File: src/sv/tbhp_pkg.sv
// Shared types and constants for the trailing band hedge position block.
// Holds the field widths, the price class codes and the sequencer microcode.
// Depends on nothing; every other file imports it.
package tbhp_pkg;

    localparam int VAL_W      = 48;
    localparam int DROP_W     = 16;
    localparam int CFG_IDX_W  = 2;
    localparam int CFG_DATA_W = 16;
    localparam int STEP_W     = 3;

    localparam logic [VAL_W-1:0] VAL_MAX = 48'hFFFF_FFFF_FFFF;
    localparam logic [VAL_W-1:0] POS_MAX = 48'h7FFF_FFFF_FFFF;

    localparam logic [DROP_W-1:0] DROP_RESET = 16'd655;

    // Configuration register indexes.
    localparam logic [CFG_IDX_W-1:0] CFG_DROP_FRACTION    = 2'd0;
    localparam logic [CFG_IDX_W-1:0] CFG_HEDGE_SHORT      = 2'd1;
    localparam logic [CFG_IDX_W-1:0] CFG_HEDGE_LONG       = 2'd2;
    localparam logic [CFG_IDX_W-1:0] CFG_LEVERAGED_MARKET = 2'd3;

    typedef enum logic [1:0] {
        CLS_BELOW  = 2'd0,
        CLS_INSIDE = 2'd1,
        CLS_ABOVE  = 2'd2
    } price_class_t;

    // Datapath operation selected by one control word.
    typedef enum logic [2:0] {
        OP_NOP,
        OP_LOAD,
        OP_MUL,
        OP_BAND,
        OP_CLASS,
        OP_DIV,
        OP_POS
    } uop_t;

    // Jump conditions; the jump goes to the target, otherwise to the next step.
    typedef enum logic [1:0] {
        JC_NEVER,
        JC_NO_INPUT,
        JC_DIV_MORE,
        JC_OUT_BUSY
    } jcond_t;

    typedef logic [STEP_W-1:0] step_t;

    localparam step_t STEP_IDLE  = 3'd0;
    localparam step_t STEP_MUL   = 3'd1;
    localparam step_t STEP_BAND  = 3'd2;
    localparam step_t STEP_CLASS = 3'd3;
    localparam step_t STEP_DIV   = 3'd4;
    localparam step_t STEP_POS   = 3'd5;

    // When last is set, falling through returns to the idle step.
    typedef struct packed {
        uop_t   op;
        jcond_t cond;
        step_t  target;
        logic   last;
    } ctl_word_t;

    // Microcode program, one control word per step.
    function automatic ctl_word_t ucode_rom(input step_t step);
        ctl_word_t w;
        case (step)
            STEP_IDLE:  w = '{op: OP_LOAD,  cond: JC_NO_INPUT, target: STEP_IDLE, last: 1'b0};
            STEP_MUL:   w = '{op: OP_MUL,   cond: JC_NEVER,    target: STEP_IDLE, last: 1'b0};
            STEP_BAND:  w = '{op: OP_BAND,  cond: JC_NEVER,    target: STEP_IDLE, last: 1'b0};
            STEP_CLASS: w = '{op: OP_CLASS, cond: JC_NEVER,    target: STEP_IDLE, last: 1'b0};
            STEP_DIV:   w = '{op: OP_DIV,   cond: JC_DIV_MORE, target: STEP_DIV,  last: 1'b0};
            STEP_POS:   w = '{op: OP_POS,   cond: JC_OUT_BUSY, target: STEP_POS,  last: 1'b1};
            default:    w = '{op: OP_NOP,   cond: JC_NEVER,    target: STEP_IDLE, last: 1'b1};
        endcase
        return w;
    endfunction

endpackage

File: src/sv/trailing_band_hedge_position.sv
// Top level of the trailing band hedge position block.
// A microcoded sequencer drives a band, classing and restoring division datapath.
// Depends on tbhp_pkg.
//
// Usage: one input word carries a price and the currency available for hedging,
// both unsigned fixed point with PRICE_FRAC_BITS fraction bits. Each accepted
// word yields exactly one output word with the hedge position, both band edges
// and the price class. Words move at a rising edge where valid is high and
// stall is low; in_stall and out_stall are driven by the receiving side.
// Configuration is a plain write port (cfg_we, cfg_index, cfg_data) and is
// to be written only while the block is idle; the block does not enforce this.
// An input word is taken in the idle step, then the sequencer spends one
// step on the drop multiply, one on the band edges, one on classing, then
// the quotient step, which repeats and makes one bit a cycle in the
// restoring divider, and one step to update the position and load the
// output register. No new word is taken until the sequencer is back in
// the idle step. If the receiver stalls, the finished word waits in the
// output register and the sequencer holds in its last step until the
// previous word is taken. Reset empties the output register, unseeds the
// band, clears the position and restores the settings.
module trailing_band_hedge_position
    import tbhp_pkg::*;
#(
    parameter int PRICE_FRAC_BITS = 16
)
(
    input  logic                          clk,
    input  logic                          rst_n,

    input  logic                          cfg_we,
    input  logic [CFG_IDX_W-1:0]          cfg_index,
    input  logic [CFG_DATA_W-1:0]         cfg_data,

    input  logic                          in_valid,
    output logic                          in_stall,
    input  logic [VAL_W-1:0]              price,
    input  logic [VAL_W-1:0]              currency_amount,

    output logic                          out_valid,
    input  logic                          out_stall,
    output logic signed [VAL_W-1:0]       hedge_position,
    output logic [VAL_W-1:0]              band_low,
    output logic [VAL_W-1:0]              band_high,
    output logic [1:0]                    price_class
);

    // The quotient has VAL_W integer dividend bits followed by the fraction bits.
    localparam int DIV_STEPS = VAL_W + PRICE_FRAC_BITS;
    localparam int CNT_W     = $clog2(DIV_STEPS);
    localparam logic [CNT_W-1:0] CNT_LOAD = CNT_W'(DIV_STEPS - 1);

    // Sequencer.
    step_t     step_reg, step_next;
    ctl_word_t ctl;
    logic      jump;

    // Configuration registers.
    logic [DROP_W-1:0] drop_reg, drop_next;
    logic              short_reg, short_next;
    logic              long_reg, long_next;
    logic              lev_reg, lev_next;

    // Block state kept between words.
    logic [VAL_W-1:0]        lower_reg, lower_next;
    logic [VAL_W-1:0]        upper_reg, upper_next;
    logic signed [VAL_W-1:0] pos_reg, pos_next;
    price_class_t            prev_cls_reg, prev_cls_next;

    // Working registers for the word in flight.
    logic [VAL_W-1:0]   price_reg, price_next;
    logic [VAL_W-1:0]   dvd_reg, dvd_next;
    logic [VAL_W-1:0]   drop_d_reg, drop_d_next;
    logic [VAL_W-1:0]   rem_reg, rem_next;
    logic [VAL_W-2:0]   quot_reg, quot_next;
    logic               ovf_reg, ovf_next;
    logic [CNT_W-1:0]   cnt_reg, cnt_next;
    price_class_t       cls_reg, cls_next;

    // Output register.
    logic                    out_valid_reg, out_valid_next;
    logic signed [VAL_W-1:0] out_pos_reg, out_pos_next;
    logic [VAL_W-1:0]        out_low_reg, out_low_next;
    logic [VAL_W-1:0]        out_high_reg, out_high_next;
    price_class_t            out_cls_reg, out_cls_next;

    // Datapath terms.
    logic                    accept_in;
    logic                    out_busy;
    logic [VAL_W+DROP_W-1:0] drop_prod;
    logic [VAL_W:0]          low_sum;
    logic [VAL_W-1:0]        low_t;
    logic [VAL_W-1:0]        high_t;
    logic                    seed;
    logic [VAL_W-1:0]        lo_seed, hi_seed;
    logic [VAL_W:0]          trial;
    logic                    trial_ge;
    logic [VAL_W:0]          trial_diff;
    logic signed [VAL_W-1:0] q_val;
    logic signed [VAL_W-1:0] pos_upd;

    assign ctl       = ucode_rom(step_reg);
    assign in_stall  = (ctl.op != OP_LOAD);
    assign accept_in = in_valid && !in_stall;
    assign out_busy  = out_valid_reg && out_stall;

    always_comb
    begin
        case (ctl.cond)
            JC_NEVER:    jump = 1'b0;
            JC_NO_INPUT: jump = !in_valid;
            JC_DIV_MORE: jump = (cnt_reg != '0);
            JC_OUT_BUSY: jump = out_busy;
            default:     jump = 1'b0;
        endcase
    end

    always_comb
    begin
        if (jump)
            step_next = ctl.target;
        else if (ctl.last)
            step_next = STEP_IDLE;
        else
            step_next = step_reg + 1'b1;
    end

    // Drop distance: price times the Q0.16 fraction, fraction bits dropped.
    assign drop_prod = price_reg * drop_reg;

    // Band targets. The lower target saturates; the upper one cannot underflow
    // because the drop distance never exceeds the price.
    assign low_sum = {1'b0, price_reg} + {1'b0, drop_d_reg};
    assign low_t   = low_sum[VAL_W] ? VAL_MAX : low_sum[VAL_W-1:0];
    assign high_t  = price_reg - drop_d_reg;
    assign seed    = (lower_reg == '0) && (upper_reg == '0);
    assign lo_seed = seed ? price_reg : lower_reg;
    assign hi_seed = seed ? price_reg : upper_reg;

    // One restoring division step. A zero price makes every quotient bit one,
    // so the overflow flag alone gives the saturated result there.
    assign trial      = {rem_reg, dvd_reg[VAL_W-1]};
    assign trial_ge   = (trial >= {1'b0, price_reg});
    assign trial_diff = trial - {1'b0, price_reg};

    // Any quotient bit that left the top of quot_reg had weight 2^47 or more.
    assign q_val = ovf_reg ? $signed(POS_MAX) : $signed({1'b0, quot_reg});

    // Position update for the classed price.
    always_comb
    begin
        pos_upd = pos_reg;
        case (cls_reg)
            CLS_BELOW:
            begin
                if (pos_reg > 48'sd0)
                    pos_upd = '0;
            end
            CLS_ABOVE:
            begin
                if (pos_reg < 48'sd0)
                    pos_upd = '0;
                else if (!lev_reg && short_reg && (prev_cls_reg != CLS_ABOVE))
                    pos_upd = q_val;
            end
            CLS_INSIDE:
            begin
                if (prev_cls_reg == CLS_BELOW)
                begin
                    if (long_reg)
                        pos_upd = q_val;
                end
                else if (prev_cls_reg == CLS_ABOVE)
                begin
                    if (short_reg)
                        pos_upd = lev_reg ? -q_val : '0;
                end
            end
            default:
            begin
                pos_upd = pos_reg;
            end
        endcase
    end

    always_comb
    begin
        drop_next      = drop_reg;
        short_next     = short_reg;
        long_next      = long_reg;
        lev_next       = lev_reg;
        lower_next     = lower_reg;
        upper_next     = upper_reg;
        pos_next       = pos_reg;
        prev_cls_next  = prev_cls_reg;
        price_next     = price_reg;
        dvd_next       = dvd_reg;
        drop_d_next    = drop_d_reg;
        rem_next       = rem_reg;
        quot_next      = quot_reg;
        ovf_next       = ovf_reg;
        cnt_next       = cnt_reg;
        cls_next       = cls_reg;
        out_valid_next = out_valid_reg;
        out_pos_next   = out_pos_reg;
        out_low_next   = out_low_reg;
        out_high_next  = out_high_reg;
        out_cls_next   = out_cls_reg;

        if (cfg_we)
        begin
            case (cfg_index)
                CFG_DROP_FRACTION:    drop_next  = cfg_data;
                CFG_HEDGE_SHORT:      short_next = cfg_data[0];
                CFG_HEDGE_LONG:       long_next  = cfg_data[0];
                CFG_LEVERAGED_MARKET: lev_next   = cfg_data[0];
                default:              drop_next  = drop_reg;
            endcase
        end

        if (out_valid_reg && !out_stall)
            out_valid_next = 1'b0;

        case (ctl.op)
            OP_LOAD:
            begin
                if (accept_in)
                begin
                    price_next = price;
                    dvd_next   = currency_amount;
                    rem_next   = '0;
                    quot_next  = '0;
                    ovf_next   = 1'b0;
                    cnt_next   = CNT_LOAD;
                end
            end
            OP_MUL:
            begin
                drop_d_next = drop_prod[VAL_W+DROP_W-1:DROP_W];
            end
            OP_BAND:
            begin
                lower_next = (lo_seed > low_t) ? low_t : lo_seed;
                upper_next = (hi_seed < high_t) ? high_t : hi_seed;
            end
            OP_CLASS:
            begin
                if (price_reg < lower_reg)
                    cls_next = CLS_BELOW;
                else if (price_reg > upper_reg)
                    cls_next = CLS_ABOVE;
                else
                    cls_next = CLS_INSIDE;
            end
            OP_DIV:
            begin
                rem_next  = trial_ge ? trial_diff[VAL_W-1:0] : trial[VAL_W-1:0];
                quot_next = {quot_reg[VAL_W-3:0], trial_ge};
                ovf_next  = ovf_reg | quot_reg[VAL_W-2];
                dvd_next  = {dvd_reg[VAL_W-2:0], 1'b0};
                cnt_next  = cnt_reg - 1'b1;
            end
            OP_POS:
            begin
                // Commit only once the previous word has left the output register.
                if (!out_busy)
                begin
                    pos_next       = pos_upd;
                    prev_cls_next  = cls_reg;
                    out_valid_next = 1'b1;
                    out_pos_next   = pos_upd;
                    out_low_next   = lower_reg;
                    out_high_next  = upper_reg;
                    out_cls_next   = cls_reg;
                end
            end
            default:
            begin
                cnt_next = cnt_reg;
            end
        endcase
    end

    always_ff @(posedge clk or negedge rst_n)
    begin
        if (!rst_n)
        begin
            step_reg      <= STEP_IDLE;
            drop_reg      <= DROP_RESET;
            short_reg     <= 1'b0;
            long_reg      <= 1'b0;
            lev_reg       <= 1'b0;
            lower_reg     <= '0;
            upper_reg     <= '0;
            pos_reg       <= '0;
            prev_cls_reg  <= CLS_INSIDE;
            out_valid_reg <= 1'b0;
        end
        else
        begin
            step_reg      <= step_next;
            drop_reg      <= drop_next;
            short_reg     <= short_next;
            long_reg      <= long_next;
            lev_reg       <= lev_next;
            lower_reg     <= lower_next;
            upper_reg     <= upper_next;
            pos_reg       <= pos_next;
            prev_cls_reg  <= prev_cls_next;
            out_valid_reg <= out_valid_next;
        end
    end

    always_ff @(posedge clk)
    begin
        price_reg    <= price_next;
        dvd_reg      <= dvd_next;
        drop_d_reg   <= drop_d_next;
        rem_reg      <= rem_next;
        quot_reg     <= quot_next;
        ovf_reg      <= ovf_next;
        cnt_reg      <= cnt_next;
        cls_reg      <= cls_next;
        out_pos_reg  <= out_pos_next;
        out_low_reg  <= out_low_next;
        out_high_reg <= out_high_next;
        out_cls_reg  <= out_cls_next;
    end

    assign out_valid      = out_valid_reg;
    assign hedge_position = out_pos_reg;
    assign band_low       = out_low_reg;
    assign band_high      = out_high_reg;
    assign price_class    = out_cls_reg;

endmodule

File: config.mk
export PLATFORM = sky130hd
export DESIGN_NAME = trailing_band_hedge_position
export DESIGN_NICKNAME = d
export VERILOG_FILES = /design/src/sv/tbhp_pkg.sv /design/src/sv/trailing_band_hedge_position.sv
export SDC_FILE = /design/constraint.sdc
export NUM_CORES = 2
export LEC_CHECK = 0
export BUFFER_PORTS_ARGS = -buffer_cell sky130_fd_sc_hd__clkbuf_2
export CAP_MARGIN = 25
export CORE_UTILIZATION = 40
export DETAILED_ROUTE_END_ITERATION = 16
export PLACE_DENSITY = 0.62
export SLEW_MARGIN = 0
export SYNTH_ARGS = -nofsm -noshare
export SYNTH_HDL_FRONTEND = slang
export SYNTH_SLANG_ARGS = --single-unit
File: constraint.sdc
create_clock -name clk -period 8.75 [get_ports clk]
set_input_delay 0.875 -clock clk [delete_from_list [all_inputs] [get_ports clk]]
set_output_delay 0.875 -clock clk [all_outputs]
set_load 0.01 [all_outputs]
**After elaboration in Yosys (flattened, before gate mapping)**

Index checks and enable logic that the tools add are counted.

- Word-level logic and storage cells: 121
- Register bits: 563

- Eq/ne operators: 23
- $add $sub $neg: 6
- Multipliers: 1
- Mux-type cells: 34
- Reduce and logical (&&, ||, !) cells: 26
- Magnitude comparators: 7
- Bitwise operators: 2

Operator list:

| cell | count |
|---|---|
| 48-bit 2-to-1 mux | 16 |
| 48-bit case mux with 2 select lines | 2 |
| 48-bit case mux with 3 select lines | 1 |
| 48-bit > comparator | 2 |
| 48-bit logical NOT | 2 |
| 48-bit < comparator | 2 |
| 48-bit subtractor | 2 |
| 47-bit 2-to-1 mux | 2 |
| 47-bit case mux with 2 select lines | 1 |
| 48-bit by 16-bit multiplier with 64-bit output | 1 |
| 9-bit case mux with 6 select lines | 1 |
| 48-bit by 48-bit adder with 49-bit output | 1 |
| 49-bit by 48-bit greater-or-equal comparator with 1-bit output | 1 |
| 48-bit by 1-bit > comparator with 1-bit output, second input constant | 1 |
| 48-bit by 1-bit < comparator with 1-bit output, second input constant | 1 |
| 47-bit negation with 48-bit output | 1 |
| 3-bit == test, second input constant | 5 |
| 2-bit AND reduction | 7 |
| 2-bit == test, second input constant | 6 |
| 3-bit by 2-bit == test with 1-bit output, second input constant | 4 |
| 6-bit case mux with 2 select lines | 1 |
| 2-bit logical NOT | 4 |
| 2-bit by 1-bit == test with 1-bit output, second input constant | 3 |
| 3-bit by 1-bit == test with 1-bit output, second input constant | 2 |
| other kinds (17) | 30 |

**Depth between registers and ports, before layout**

- Depth in word-level cells: 7
- Depth in mapped cells: 28
- Mapped depth without buffers: 26

**Worst setup path before layout**

OpenSTA, ideal clock, no wires.

- Kind: flip-flop to flip-flop
- Start point: register drop_reg[1]
- End point: register drop_d_reg[45] (data pin)
- Period minus slack after synthesis: 6.944 ns
- Path slack: 1.806 ns
- Arrival: 6.685 ns
- Stages on the path, launching flop included: 25
- Library setup time: 0.259 ns
- Path through: dfstp_2 clkbuf_1 clkbuf_1 nand2_1 fa_1 fa_1 fa_1 inv_1 fa_1 fa_1 inv_1 fa_1 inv_1 ha_1 and4_1 nor2b_1 nand3_1 a21oi_1 o211ai_1 a21oi_1 a41oi_1 o31ai_1 and2_1 o21ai_0 o31a_1

- Longest elaborated chain between the ends: 1

RTL lines:

| what | line | text |
|---|---|---|
| start: declaration | trailing_band_hedge_position.sv:58 | `logic [DROP_W-1:0] drop_reg, drop_next;` |
| start signal: assignment | trailing_band_hedge_position.sv:301 | `drop_reg <= drop_next;` |
| 48-bit by 16-bit multiplier with 64-bit output | trailing_band_hedge_position.sv:128 | `assign drop_prod = price_reg * drop_reg;` |
| via drop_prod[61] | trailing_band_hedge_position.sv:89 | `logic [VAL_W+DROP_W-1:0] drop_prod;` |
| end signal: assignment | trailing_band_hedge_position.sv:317 | `drop_d_reg <= drop_d_next;` |
| end: declaration | trailing_band_hedge_position.sv:72 | `logic [VAL_W-1:0] drop_d_reg, drop_d_next;` |

The timed path passes the listed nets, and every way through them passes these cells.
A chain may end at the register's enable or synchronous reset.

**Final worst setup path**

- Start point: register drop_reg[11]
- End point: register drop_d_reg[45] (data pin)

The elaborated chain is that of the path after synthesis.

==> impl_metrics.ini <==
[outcome]
outcome = complete, no violations

[clock_network]
insertion_delay_ns = 0.69
postCtsResizedCells = 0
cts.reportedPaths.clkPinSlew_ns = 0.06
postCtsSetupRepairBufs = 0
cts_hold_repair.buffers = 0
cts_tree = built
cts_root_buf = clkbuf_16
numCtsBuffers = 69
htreeDepth = 3
clk_path_buf_depth = 3
cts_sinks = 563

[logic_synthesis]
synthMuxAreaShare_pct = 0.464
synth_area_leaders = fa_1, edfxtp_1, ha_1
synth_compound_area_share_pct = 11.8
yosysWarnings = 0
syn_inst = 6651
yosysMostFrequentCell = nand2_1
netlist_area_um2 = 59600
synth_common_cells = nand2_1, inv_1, fa_1
synth_simple_gate_area_share_pct = 17.9
synthAdderAreaFrac_pct = 31.6
async_reset_ff_share_pct = 30.0
synthXorXnorAreaFrac_pct = 3.10
synth_ff_type = edfxtp_1
synth_top_family_by_area = adder cells
postSynthAreaPerCell_um2 = 8.97
synth-seq-cells = 563
synth_edf_count = 394
syn_nets = 7888
synth_top_area_share_pct = 21.6
yosysTopAreaCell = fa_1
seq_area_frac_synth_pct = 26.9
synth_cell_types = 88

[placement]
dp.cells = 8634
gp_congestion = 0.954
dp_hpwl_mm = 145
portBuffers = 266
post-place-ws_ns = 0.785

[setup_path]
cp_top_family = adder cells
criticalPathCategory = flip-flop to flip-flop
crit_chain = buf_4, nand2_1, fa_1, inv_1, fa_1, fa_1, fa_1, fa_1, inv_1, fa_1, inv_1, ha_1, and4_1, nor2b_1, nand3_1, a21oi_1, o211ai_1, a21oi_1, a41oi_1, o31ai_1, and2_1, o21ai_0, o31a_1
start_kind = flip-flop
crit_required_ns = 9.17
path_common_cell = fa_1
end_kind = flip-flop
arrival_ns = 8.26
crit_fanout = 36
slowest_delay_ns = 0.68
cpMaxStageDelayCell = dfrtp_1
critPathBufInv = 4

[global_routing]
antenna_found_initial = 11
grt-ovfl-total = 0
grt_max_degree = 102
grt_use_total_pct = 24.8
grt_pass1_wl_mm = 290
grt_pass1_vias = 48400

[die]
initial_core_util_pct = 40.3
die-area_um2 = 151000
die_w_um = 388
num_io_pins = 267
core.rowCount = 141
core-area_um2 = 148000
die_h_um = 388

[timing]
timing.hold.ws_ns = 0.123
tightestPinTransition_ns = 1.14
worst_slack_ns = 0.913
worst_clock_skew_ns = 0.0275
final-max-slew-violation-count = 0
max_freq_ghz = 0.128
finalSetupViolCount = 0
setup_tns_ns = 0
fin_crit_sh_pct = 89.6
maxSlewHeadroom_pct = 24.1
period_needed_ns = 7.84
hold_violations = 0
rsz0062_at_grt = no

[cells_and_area]
final_cell_count_no_fill = 8770
final_layout_size_suffix_gt1_share_pct = 8.65
fin_nets = 8018
fill_cells = 14400
multi_input_area_um2 = 38700
area_growth_pct = 10.2
register_area_um2 = 16100

[detailed_routing]
first_pass_iters = 6
drt-total-wl_mm = 188
vias_per_cell = 5.50
route.detailed.drc = 0
ant_nets = 0
drtIter0Drc = 3937
routed-via-count = 48200
wl_per_cell_um = 21.4

[min_path]
hold_path_class = input pin to asynchronous set/reset pin

[job]
drv_cap = 0
[area by class of cell]
cell class	instances	share of cell area [%]
multi-input cells	4788	58.9
clock inverters	45	0.982
inverters	964	5.51
repair buffers	395	3.77
flip-flops and latches	563	24.4
diodes	4	0.0152
clock buffers	81	2.73
well taps	1930	3.67
[final timing paths]
| kind | start | to | slack [ns] | depth (start not counted) |
|---|---|---|---|---|
| max | drop_reg[11] | drop_d_reg[45] | 0.91 | 23 |
| min | rst_n | pos_reg[25] | 0.12 | 1 |
| max reg2reg | drop_reg[11] | drop_d_reg[45] | 0.91 | 23 |
| min reg2reg | prev_cls_reg[0] | prev_cls_reg[0] | 0.48 | 2 |
| max in group asynchronous | rst_n | drop_reg[8] | 7.29 | 2 |
| min in group clk | price[6] | price_reg[6] | 0.36 | 1 |
[per-layer routing]
metal	share of wire [%]	global-route usage, %
met2	45	38.8
met1	44	35.3
met3	7.5	3.68
met5	0.0069	0
met4	3.0	7.78
[worst register-to-register path, stage by stage (launching register included)]
cell	delay, ns
dfrtp_1	0.68
buf_4	0.54
nand2_1	0.15
fa_1	0.52
inv_1	0.05
fa_1	0.55
fa_1	0.44
fa_1	0.46
fa_1	0.49
inv_1	0.06
fa_1	0.54
inv_1	0.05
ha_1	0.38
and4_1	0.24
nor2b_1	0.26
nand3_1	0.10
a21oi_1	0.34
o211ai_1	0.23
a21oi_1	0.37
a41oi_1	0.34
o31ai_1	0.36
and2_1	0.20
o21ai_0	0.10
o31a_1	0.12
[cell families (layout without fill, tap and decap cells)]
| family | Yosys count | count (layout) |
|---|---|---|
| simple gates | 2327 | 2327 |
| buf+inv | 1300 | 1485 |
| fa+ha+maj | 1118 | 1118 |
| compound gates | 1107 | 1107 |
| flops | 563 | 563 |
| xor+xnor | 211 | 211 |
| mux | 25 | 25 |
| other cells | 0 | 4 |
[stage by stage]
stage,instance area (um2),util [%]
6_report,65700,44.5
4_1_cts,65600,44.4
5_1_grt,65700,44.5
2_1_floorplan,59600,-
3_5_place_dp,63200,42.7
3_3_place_gp,63100,42.7
[layout by cell type, fill, tap and decap left out, types with 74 or more instances in the layout]
cell type,n
buf_4,115
fa_1,644
o21ai_0,162
dfrtp_1,161
nand2_1,1147
nand4_1,74
clkbuf_2,265
ha_1,474
nor2_1,383
nand3_1,103
and2_1,308
xnor2_1,147
a21oi_1,450
inv_1,960
edfxtp_1,394
a21o_1,117
Power is left out: the tool's default activity adds up to more than one toggle a clock period on the data nets, which glitch-free logic cannot reach.
